--- config.mk ---
export PLATFORM = sky130hd
export DESIGN_NAME = ret_div
export DESIGN_NICKNAME = d
export VERILOG_FILES = /design/src/hdl/ret_pkg.sv /design/src/hdl/ret_div.sv
export SDC_FILE = /design/constraint.sdc
export NUM_CORES = 1
export LEC_CHECK = 0
export ABC_AREA = 1
export BUFFER_PORTS_ARGS = -buffer_cell sky130_fd_sc_hd__buf_2
export CORE_AREA = 4 4 146 148
export CTS_CLUSTER_DIAMETER = 50
export DETAILED_ROUTE_END_ITERATION = 12
export DIE_AREA = 0 0 150 152
export PLACE_DENSITY = 0.53
export SYNTH_ARGS = -nofsm -noshare
export SYNTH_HDL_FRONTEND = slang
export SYNTH_SLANG_ARGS = --single-unit
--- constraint.sdc ---
create_clock -name clk -period 9.2 [get_ports clk]
set_input_delay 1.84 -clock clk [delete_from_list [all_inputs] [get_ports clk]]
set_output_delay 1.84 -clock clk [all_outputs]
set_load 0.1 [all_outputs]
--- src/hdl/ret_pkg.sv ---
// Package: shared types and constants for the radial envelope table unit.
package ret_pkg;

  localparam int MaxPlanes = 64;
  localparam int FracBits  = 8;
  localparam int ValW      = 24;
  localparam int ScaleW    = 16;
  localparam int ScaleFrac = 8;

  typedef enum logic [1:0] {
    OP_INSERT    = 2'd0,
    OP_QUERY     = 2'd1,
    OP_TRANSFORM = 2'd2,
    OP_CLEAR     = 2'd3
  } op_t;

  // Divider request and response between the top level and the divider.
  typedef struct packed {
    logic        start;
    logic [63:0] num_mag;
    logic [23:0] den;
  } div_req_t;

  typedef struct packed {
    logic        done;
    logic [63:0] quo;
  } div_rsp_t;

endpackage

--- src/hdl/ret_div.sv ---
// Radix-2 restoring divider: 64-bit magnitude by 24-bit unsigned divisor.
module ret_div (
  input  logic               clk,
  input  logic               rst_n,
  input  ret_pkg::div_req_t  req,
  output ret_pkg::div_rsp_t  rsp
);

  logic [63:0] quo_r;
  logic [24:0] rem_r;
  logic [23:0] den_r;
  logic [6:0]  cnt_r;
  logic        busy_r;
  logic        done_r;
  logic [24:0] trial;
  logic [24:0] diff;

  assign trial = {rem_r[23:0], quo_r[63]};
  assign diff  = trial - {1'b0, den_r};

  // Shift one quotient bit per cycle while busy
  always_ff @(posedge clk) begin
    if (!rst_n) begin
      busy_r <= 1'b0;
      done_r <= 1'b0;
      cnt_r  <= '0;
    end else begin
      done_r <= 1'b0;
      if (req.start) begin
        busy_r <= 1'b1;
        quo_r  <= req.num_mag;
        den_r  <= req.den;
        rem_r  <= '0;
        cnt_r  <= 7'd0;
      end else if (busy_r) begin
        if (!diff[24]) begin
          rem_r <= diff;
          quo_r <= {quo_r[62:0], 1'b1};
        end else begin
          rem_r <= trial;
          quo_r <= {quo_r[62:0], 1'b0};
        end
        cnt_r <= cnt_r + 7'd1;
        if (cnt_r == 7'd63) begin
          busy_r <= 1'b0;
          done_r <= 1'b1;
        end
      end
    end
  end

  assign rsp.done = done_r;
  assign rsp.quo  = quo_r;

endmodule

# Yosys cells after proc, flatten, opt, wreduce, memory -nomap -nowiden
# Cells that the tools add are included.
word_totals:
  word_cells: 25
  out_inout_bits: 65
  register_bits: 121
  input_bits: 91
op_classes:
  eq_ne: 1
  bitwise_logic: 2
  add_sub_neg: 2
  n_reduce_logical: 5
  muxes: 9
op_table:
  columns: ["cell", "count"]
  rows:
  - ["64-bit 2-to-1 mux", 2]
  - ["24-bit 2-to-1 mux", 2]
  - ["25-bit by 24-bit subtractor with 25-bit output", 1]
  - ["7-bit by 1-bit adder with 7-bit output (second input constant)", 1]
  - ["7-bit by 6-bit == test with 1-bit output (second input constant)", 1]
  - ["1-bit 2-to-1 mux", 5]
  - ["2-bit AND reduction", 2]
  - ["3-bit OR reduction", 1]
  - ["1-bit inverter", 2]
  - ["2-bit nonzero test", 1]
  - ["2-bit OR reduction", 1]

# Logic depth before layout (Yosys ltp)
# Gate-level depths: netlist of the first run.
logic_depth:
  ltp_word: 4
  mapped_depth: 16
  depth_no_buf: 15

# Worst setup path before layout of the first run
# No wires, ideal clock.
synth_path:
  path_kind: "input to register"
  startpoint: "input port req[88] (netlist name)"
  endpoint: "register busy_r"
  setup_ns: 0.078
  required_time_ns: 9.122
  setup_slack_ns: 2.129
  t_arrival_ns: 6.993
  stages: 5
  cell_sequence: "clkbuf_1 -> inv_2 -> a21oi_1 -> o21ai_0 -> inv_1"
synth_via:
  elab_chain_len: 1
synth_rtl:
  columns: ["element", "line_no", "source"]
  rows:
  - ["start, declared", "ret_div.sv:5", "input ret_pkg::div_req_t req,"]
  - ["1-bit 2-to-1 mux", "ret_div.sv:29", "if (req.start) begin"]
  - ["end signal, assigned", "ret_div.sv:24", "busy_r <= 1'b0;"]
  - ["end signal, assigned", "ret_div.sv:30", "busy_r <= 1'b1;"]
  - ["end signal, assigned", "ret_div.sv:45", "busy_r <= 1'b0;"]
  - ["end, declared", "ret_div.sv:13", "logic busy_r;"]
# No other way between the ends.
# A chain may end at the register's enable or synchronous reset.

# Worst setup path in the final report of the first run
layout_path:
  startpoint: "input port req[88] (netlist name)"
  endpoint: "register quo_r[58], enable pin"
layout_via:
  elab_chain_len: 2
layout_rtl:
  columns: ["element", "line_no", "source"]
  rows:
  - ["2-bit nonzero test (no line)", null, null]
  - ["2-bit AND reduction (no line)", null, null]
  - ["end signal, assigned", "ret_div.sv:31", "quo_r <= req.num_mag;"]
  - ["end signal, assigned", "ret_div.sv:38", "quo_r <= {quo_r[62:0], 1'b1};"]
  - ["end signal, assigned", "ret_div.sv:41", "quo_r <= {quo_r[62:0], 1'b0};"]
  - ["end, declared", "ret_div.sv:9", "logic [63:0] quo_r;"]
# No other way between the ends.

==> results of run 1 <==
==> registers in the layout, indices dropped and copies added (netlist names) <==
register,cells
den_r,24
done_r,1
busy_r,1
rem_r,24
cnt_r,7
quo_r,64
==> routing by layer <==
layer | part of all wire [%] | up-vias | track usage [%] | wire, um
met1 | 47 | 2534 | 20.8 | 7980
li1 | - | 3042 | - | -
met3 | 7.2 | 19 | 4.92 | 1230
met4 | 1.1 | 0 | 4.40 | 187
met5 | 0 | - | 0 | 0
met2 | 45 | 161 | 23.4 | 7660
==> report_power, final <==
part	internal [mW]	switching (mW)	leakage [nW]	total (mW)
Clock	0.406	0.266	0.282	0.672
Combinational	0.119	0.336	2.93	0.455
Sequential	0.654	0.0209	1.15	0.675
Total	1.18	0.622	4.36	1.80
==> layout make-up <==
| cell class | count | area share [%] |
|---|---|---|
| Timing Repair Buffer | 158 | 9.33 |
| Sequential cell | 121 | 41.4 |
| Multi-Input combinational cell | 605 | 32.4 |
| Tap cell | 270 | 3.95 |
| Clock inverter | 14 | 1.95 |
| Clock buffer | 18 | 5.02 |
| Inverter | 135 | 5.93 |
==> critical path: cells and delay by family <==
family / cells / cell delay, ps
AOI/OAI and AO/OA: 1 / 770
buffers and inverters: 5 / 1880
==> synthesized netlist by cell type (2+ instances only) <==
cell type | number | area, um2
a21oi_1 | 21 | 105
buf_1 | 2 | 7.51
buf_6 | 4 | 45.0
clkbuf_1 | 14 | 52.6
dfxtp_1 | 9 | 180
edfxtp_1 | 112 | 3360
ha_1 | 25 | 313
inv_1 | 133 | 499
inv_2 | 2 | 7.51
nand2_1 | 398 | 1490
nand2_2 | 12 | 75.1
nand3_1 | 17 | 85.1
nand4_1 | 8 | 50.1
nor2_1 | 78 | 293
nor2_2 | 11 | 68.8
nor3_1 | 8 | 40.0
o21ai_0 | 3 | 15.0
xnor2_1 | 3 | 26.3
xor2_1 | 11 | 96.3
==> metrics by stage <==
stage	utilization, %	setup WS [ps]
finish	42.7	4680
global route	42.7	4380
CTS	42.7	4600
detailed placement	39.7	4150
global placement	39.7	4180
floorplan	-	2130
==> kinds of logic after synthesis <==
kind of cell | count (synthesis) | share of synthesized area [%]
and+or+nand+nor | 538 | 31.1
buffers and inverters | 157 | 9.21
DFF | 121 | 51.0
xor gates and xnor gates | 14 | 1.77
AOI/OAI and AO/OA | 27 | 2.07
adders and majority gates | 26 | 4.79
==> worst max-delay path by stage <==
stage                       start                 endpoint  cells past startpoint
after floorplan           req[88]        busy_r$_SDFF_PN0_                      5
after global placement    req[88]      quo_r[37]$_DFFE_PP_                      6
after detailed placement  req[88]      quo_r[47]$_DFFE_PP_                      6
after CTS                 req[88]  rem_r[20]$_SDFFCE_PP0P_                      6
after global routing      req[88]      quo_r[47]$_DFFE_PP_                      6
final                     req[88]      quo_r[58]$_DFFE_PP_                      6
==> results.cfg, run 1 <==
[clock_network]
cts_tree = yes
ctsResizeCount = 0
clkLatencyLatePin_ps = 420
clock-sinks = 121
clk_pin_slew_ps = 60
cts_max_level = 4
cts_setup_buffers = 0
cts_hold_buf = 0
cts_buffer_depth = 2
cts_buffers = 17
root_buffer = clkbuf_16

[timing]
fmax_mhz = 221
fin_tns_setup_ps = 0
final_max_slew_viol_count = 0
timing.hold.ws_ps = 490
fin_crit_sh_pct = 49.2
maxSlewHeadroom_pct = 28.6
worstMarginPinSlew_ps = 1070
fin_skew_ps = 8.60
hold_viol = 0
min_period_ps = 4520
grt_setup_unrepaired = false
setup_viol = 0

[global_routing]
grt.overflow.total = 0
grt_start_max_net_pins = 90
grt_util_all_layers_pct = 15.3
grt_pass1_vias = 5683
grt_pass1_wl_um = 27800
antenna_found_initial = 0

[critical_path]
r2r-start = quo_r[63]$_DFFE_PP_
cp_slowest_stage_delay_ps = 810
timing.rr.end = rem_r[19]$_SDFFCE_PP0P_
worst_setup_path_end_kind = flip-flop
crit_fanout = 89
r2r_slack_ps = 6500
startpoint_type = primary input
cp.arrival_ps = 4570
path_cells = buf_2 -> buf_4 -> inv_2 -> buf_4 -> a21oi_4 -> buf_4
cp_slowest_cell = buf_4
timing.critical_path.required_ps = 9240
crit_top_cell = buf_4
critPathKind = in -> reg
reg2regPathDepth = 13

[placed_design]
placed_cell_area_mm2 = 0.00796
finalWeightedCongestion = 0.828
placed_cells = 1289
port_buffers = 155
hpwlAfterDp_um = 12300

[yosys]
synthCells = 883
syn-num-nets = 1000
yosysSeqAreaShare_pct = 51.0
synth-seq-cells = 121
yosys.cell_types.count = 31
avgSynthCellArea_um2 = 7.86
synth-warning-count = 0
synth_edf_count = 112
ys.flop_type = edfxtp_1
ys_async_sr_fraction_pct = 0
synth_area_mm2 = 0.00694

[cells_and_area]
drive_above_1_share_pct = 20.8
area_growth_pct = 23.2
fin_area_mm2 = 0.00855
final_cell_mix = nand2_1, buf_2, inv_1
multi_input_comb_area_mm2 = 0.00277
fillers = 2096
final_common_cell = nand2_1
antenna_cells = 0
stdcell_count = 1321
nets = 1155
regArea_mm2 = 0.00354

[status]
status = completed

[floorplan]
die_y_um = 152
die_area_mm2 = 0.0228
core_mm2 = 0.0200
placementRows = 52
die-width_um = 150
initial_utilization_pct = 34.6
io_pins = 156

[min_path]
hold_path_depth = 2
hold_end = cnt_r[1]$_SDFFE_PP0P_
min_from = cnt_r[1]$_SDFFE_PP0P_
hold_class = reg -> reg

[route]
routed_wl_um = 17100
antenna_left = 0
remaining_drc_errors = 0
first_pass_iters = 5
vias = 5756
drt-wirelength-per-cell_um = 12.9
vias_per_cell = 4.36
drt_iter0_drc = 337

[pwr]
leakage_nw = 4.36
ir_worst_vdd_mv = 0.125
finalPower_mw = 1.80
powerDensity_mw_per_mm2 = 211

[job]
maxCapViolCount = 0
Note: power is estimated with default switching activity, not from simulation.
==> run 2, diff against run 1 <==
==> config.mk (replaced) <==
export PLATFORM = sky130hd
export DESIGN_NAME = ret_div
export DESIGN_NICKNAME = d
export VERILOG_FILES = /design/src/hdl/ret_pkg.sv /design/src/hdl/ret_div.sv
export SDC_FILE = /design/constraint.sdc
export NUM_CORES = 1
export LEC_CHECK = 0
export ABC_AREA = 0
export BUFFER_PORTS_ARGS = -buffer_cell sky130_fd_sc_hd__buf_2
export CORE_AREA = 4 4 139 141
export CTS_CLUSTER_DIAMETER = 50
export DETAILED_ROUTE_END_ITERATION = 12
export DIE_AREA = 0 0 143 145
export PLACE_DENSITY = 0.54
export SYNTH_ARGS = -nofsm -noshare
export SYNTH_HDL_FRONTEND = slang
export SYNTH_SLANG_ARGS = --single-unit
==> constraint.sdc (replaced) <==
create_clock -name clk -period 4.3 [get_ports clk]
set_input_delay 0.86 -clock clk [delete_from_list [all_inputs] [get_ports clk]]
set_output_delay 0.86 -clock clk [all_outputs]
set_load 0.1 [all_outputs]
==> results.cfg, run 2 <==
[timing]
hold_viol = 0
final_max_slew_viol_count = 0
fmax_mhz = 281
setup_viol = 0
fin_crit_sh_pct = 82.8
fin_tns_setup_ps = 0
fin_skew_ps = 10.1
grt_setup_unrepaired = false
maxSlewHeadroom_pct = 28.0
worstMarginPinSlew_ps = 1080
min_period_ps = 3560

[clock_network]
cts_setup_buffers = 0
cts_buffer_depth = 2
cts_buffers = 17
cts_hold_buf = 0
cts_max_level = 4
clkLatencyLatePin_ps = 410
clk_pin_slew_ps = 60
clock-sinks = 121
ctsResizeCount = 0
root_buffer = clkbuf_16
cts_tree = yes

[yosys]
synth_top_cells_by_area = edfxtp_1, mux2_2, ha_1
synthCells = 479
synth-seq-cells = 121
yosysTopAreaCellShare_pct = 53.7
synth-warning-count = 0
synth_top_cell_by_area = edfxtp_1
yosysSeqAreaShare_pct = 56.6
syn-num-nets = 596
avgSynthCellArea_um2 = 13.1
yosys.cell_types.count = 48
synth_edf_count = 112
synthTopCellsByCount = edfxtp_1, mux2_2, nor2_1
ys_async_sr_fraction_pct = 0
synth_most_common_cell = edfxtp_1
synth_area_mm2 = 0.00626
ys.flop_type = edfxtp_1

[critical_path]
worst_setup_path_end_kind = flip-flop
timing.critical_path.required_ps = 4560
startpoint_type = flip-flop
critPathKind = reg -> reg
cp.arrival_ps = 3820
crit_fanout = 16

[cells_and_area]
final_cell_mix = buf_2, edfxtp_1, mux2_2
largest_register_ff_count = 64
reg_top3 = quo_r (64), den_r (24), rem_r (24)
nets = 754
fin_area_mm2 = 0.00782
multi_input_comb_area_mm2 = 0.00251
drive_above_1_share_pct = 41.0
regArea_mm2 = 0.00354
regMostFlops = quo_r
fillers = 1686
final_common_cell = buf_2
antenna_cells = 0
area_growth_pct = 24.8

[global_routing]
grt.overflow.total = 0
grt_start_max_net_pins = 66
grt_pass1_wl_um = 23300
antenna_found_initial = 1
grt_util_all_layers_pct = 14.2
grt_pass1_vias = 4563

[pwr]
ir_worst_vdd_mv = 0.286
leakage_nw = 3.24
intPower_mw = 2.51
swShare_pct = 32.7
pwr-share-clk_pct = 35.8
pwr-share-comb_pct = 25.5
p_sw_mw = 1.22
powerDensity_mw_per_mm2 = 478
seq_power_share_pct = 38.7

[floorplan]
die_y_um = 145
placementRows = 49
io_pins = 156
core_mm2 = 0.0180
initial_utilization_pct = 34.9
die-width_um = 143
die_area_mm2 = 0.0207

[min_path]
hold_class = reg -> reg

[route]
vias_per_cell = 4.86
remaining_drc_errors = 0
vias = 4264
first_pass_iters = 5
routed_wl_um = 14500
drt_iter0_drc = 196
drt-wirelength-per-cell_um = 16.6
antenna_left = 0

[placed_design]
port_buffers = 155
finalWeightedCongestion = 0.831
placed_cell_area_mm2 = 0.00726
hpwlAfterDp_um = 10400

[job]
maxCapViolCount = 0

[status]
status = completed
[run 2: cell count changes after synthesis, moves of 5 or more]
cell,delta
nand2_1,-380
inv_1,-103
mux2_2,+66
nor2_1,-40
mux2i_1,+20
nand3_1,-16
o21ai_0,+14
nand2_2,-12
a21o_1,+11
xnor2_1,+11
nor2_2,-10
nand2b_1,+7
a31oi_1,+5
[run 2: cells by family (layout without fill, tap and decap cells)]
group                    count (synthesis)  after routing  synth area share [%]
flip-flops                             121            121                  56.6
AO/OA/AOI/OAI                           87             87                  9.43
multiplexers                            86             86                  15.1
AND/OR/NAND/NOR                         86             86                  6.57
buffers and inverters                   49            219                  3.68
adder cells (fa/ha/maj)                 26             26                  5.31
XOR/XNOR                                24             24                  3.36
[run 2: layout make-up]
class | count | share of cell area (%)
Clock buffer | 17 | 5.44
Tap cell | 229 | 3.67
Clock inverter | 14 | 1.63
Multi-Input combinational cell | 309 | 32.1
Timing Repair Buffer | 158 | 10.4
Sequential cell | 121 | 45.3
Inverter | 30 | 1.44
[run 2: stage by stage]
stage	cells	util, %	setup WS (ps)	hold slack [ps]	power (mW)
after global routing	878	43.5	446	507	3.93
after CTS	878	43.5	650	487	3.78
after detailed placement	847	40.4	653	479	2.43
final	878	43.5	739	484	3.73
after global placement	847	40.4	760	470	2.42
after floorplan	479	-	631	458	2.25
[run 2: power groups by stage]
stage               registers, mW  clock network (mW)  logic, mW
floorplan                    1.74                   0      0.510
global placement             1.47                   0      0.947
detailed placement           1.47                   0      0.958
CTS                          1.45                1.38      0.961
global route                 1.45                1.44       1.03
finish                       1.45                1.34      0.950
[run 2: metal layers]
metal / vias up / part of all wire, % / global-route usage, %
li1: 2109 / - / -
met1: 2009 / 42 / 16.7
met2: 131 / 48 / 22.9
met3: 13 / 9.3 / 7.37
met4: 2 / 0.91 / 3.61
met5: - / 0.083 / 0
[run 2: critical path, stage by stage (launching register included)]
cell and delay (ps):
edfxtp_1 390, ha_1 380, a21o_1 200, a211o_1 280
o21ai_2 150, a21oi_2 100, o21ai_4 180, a21oi_1 120
o311ai_4 740, buf_4 410, mux2_2 370, nor2_1 90
[run 2: final timing paths]
| path | endpoint | slack [ps] | from | depth (start not counted) |
|---|---|---|---|---|
| worst max-delay path | rem_r[1]$_SDFFCE_PP0P_ | 740 | rem_r[4]$_SDFFCE_PP0P_ | 11 |
| worst min-delay path | cnt_r[5]$_SDFFE_PP0P_ | 480 | cnt_r[5]$_SDFFE_PP0P_ | 2 |
| worst max register to register | rem_r[1]$_SDFFCE_PP0P_ | 740 | rem_r[4]$_SDFFCE_PP0P_ | 11 |
| worst min register to register | cnt_r[5]$_SDFFE_PP0P_ | 480 | cnt_r[5]$_SDFFE_PP0P_ | 2 |
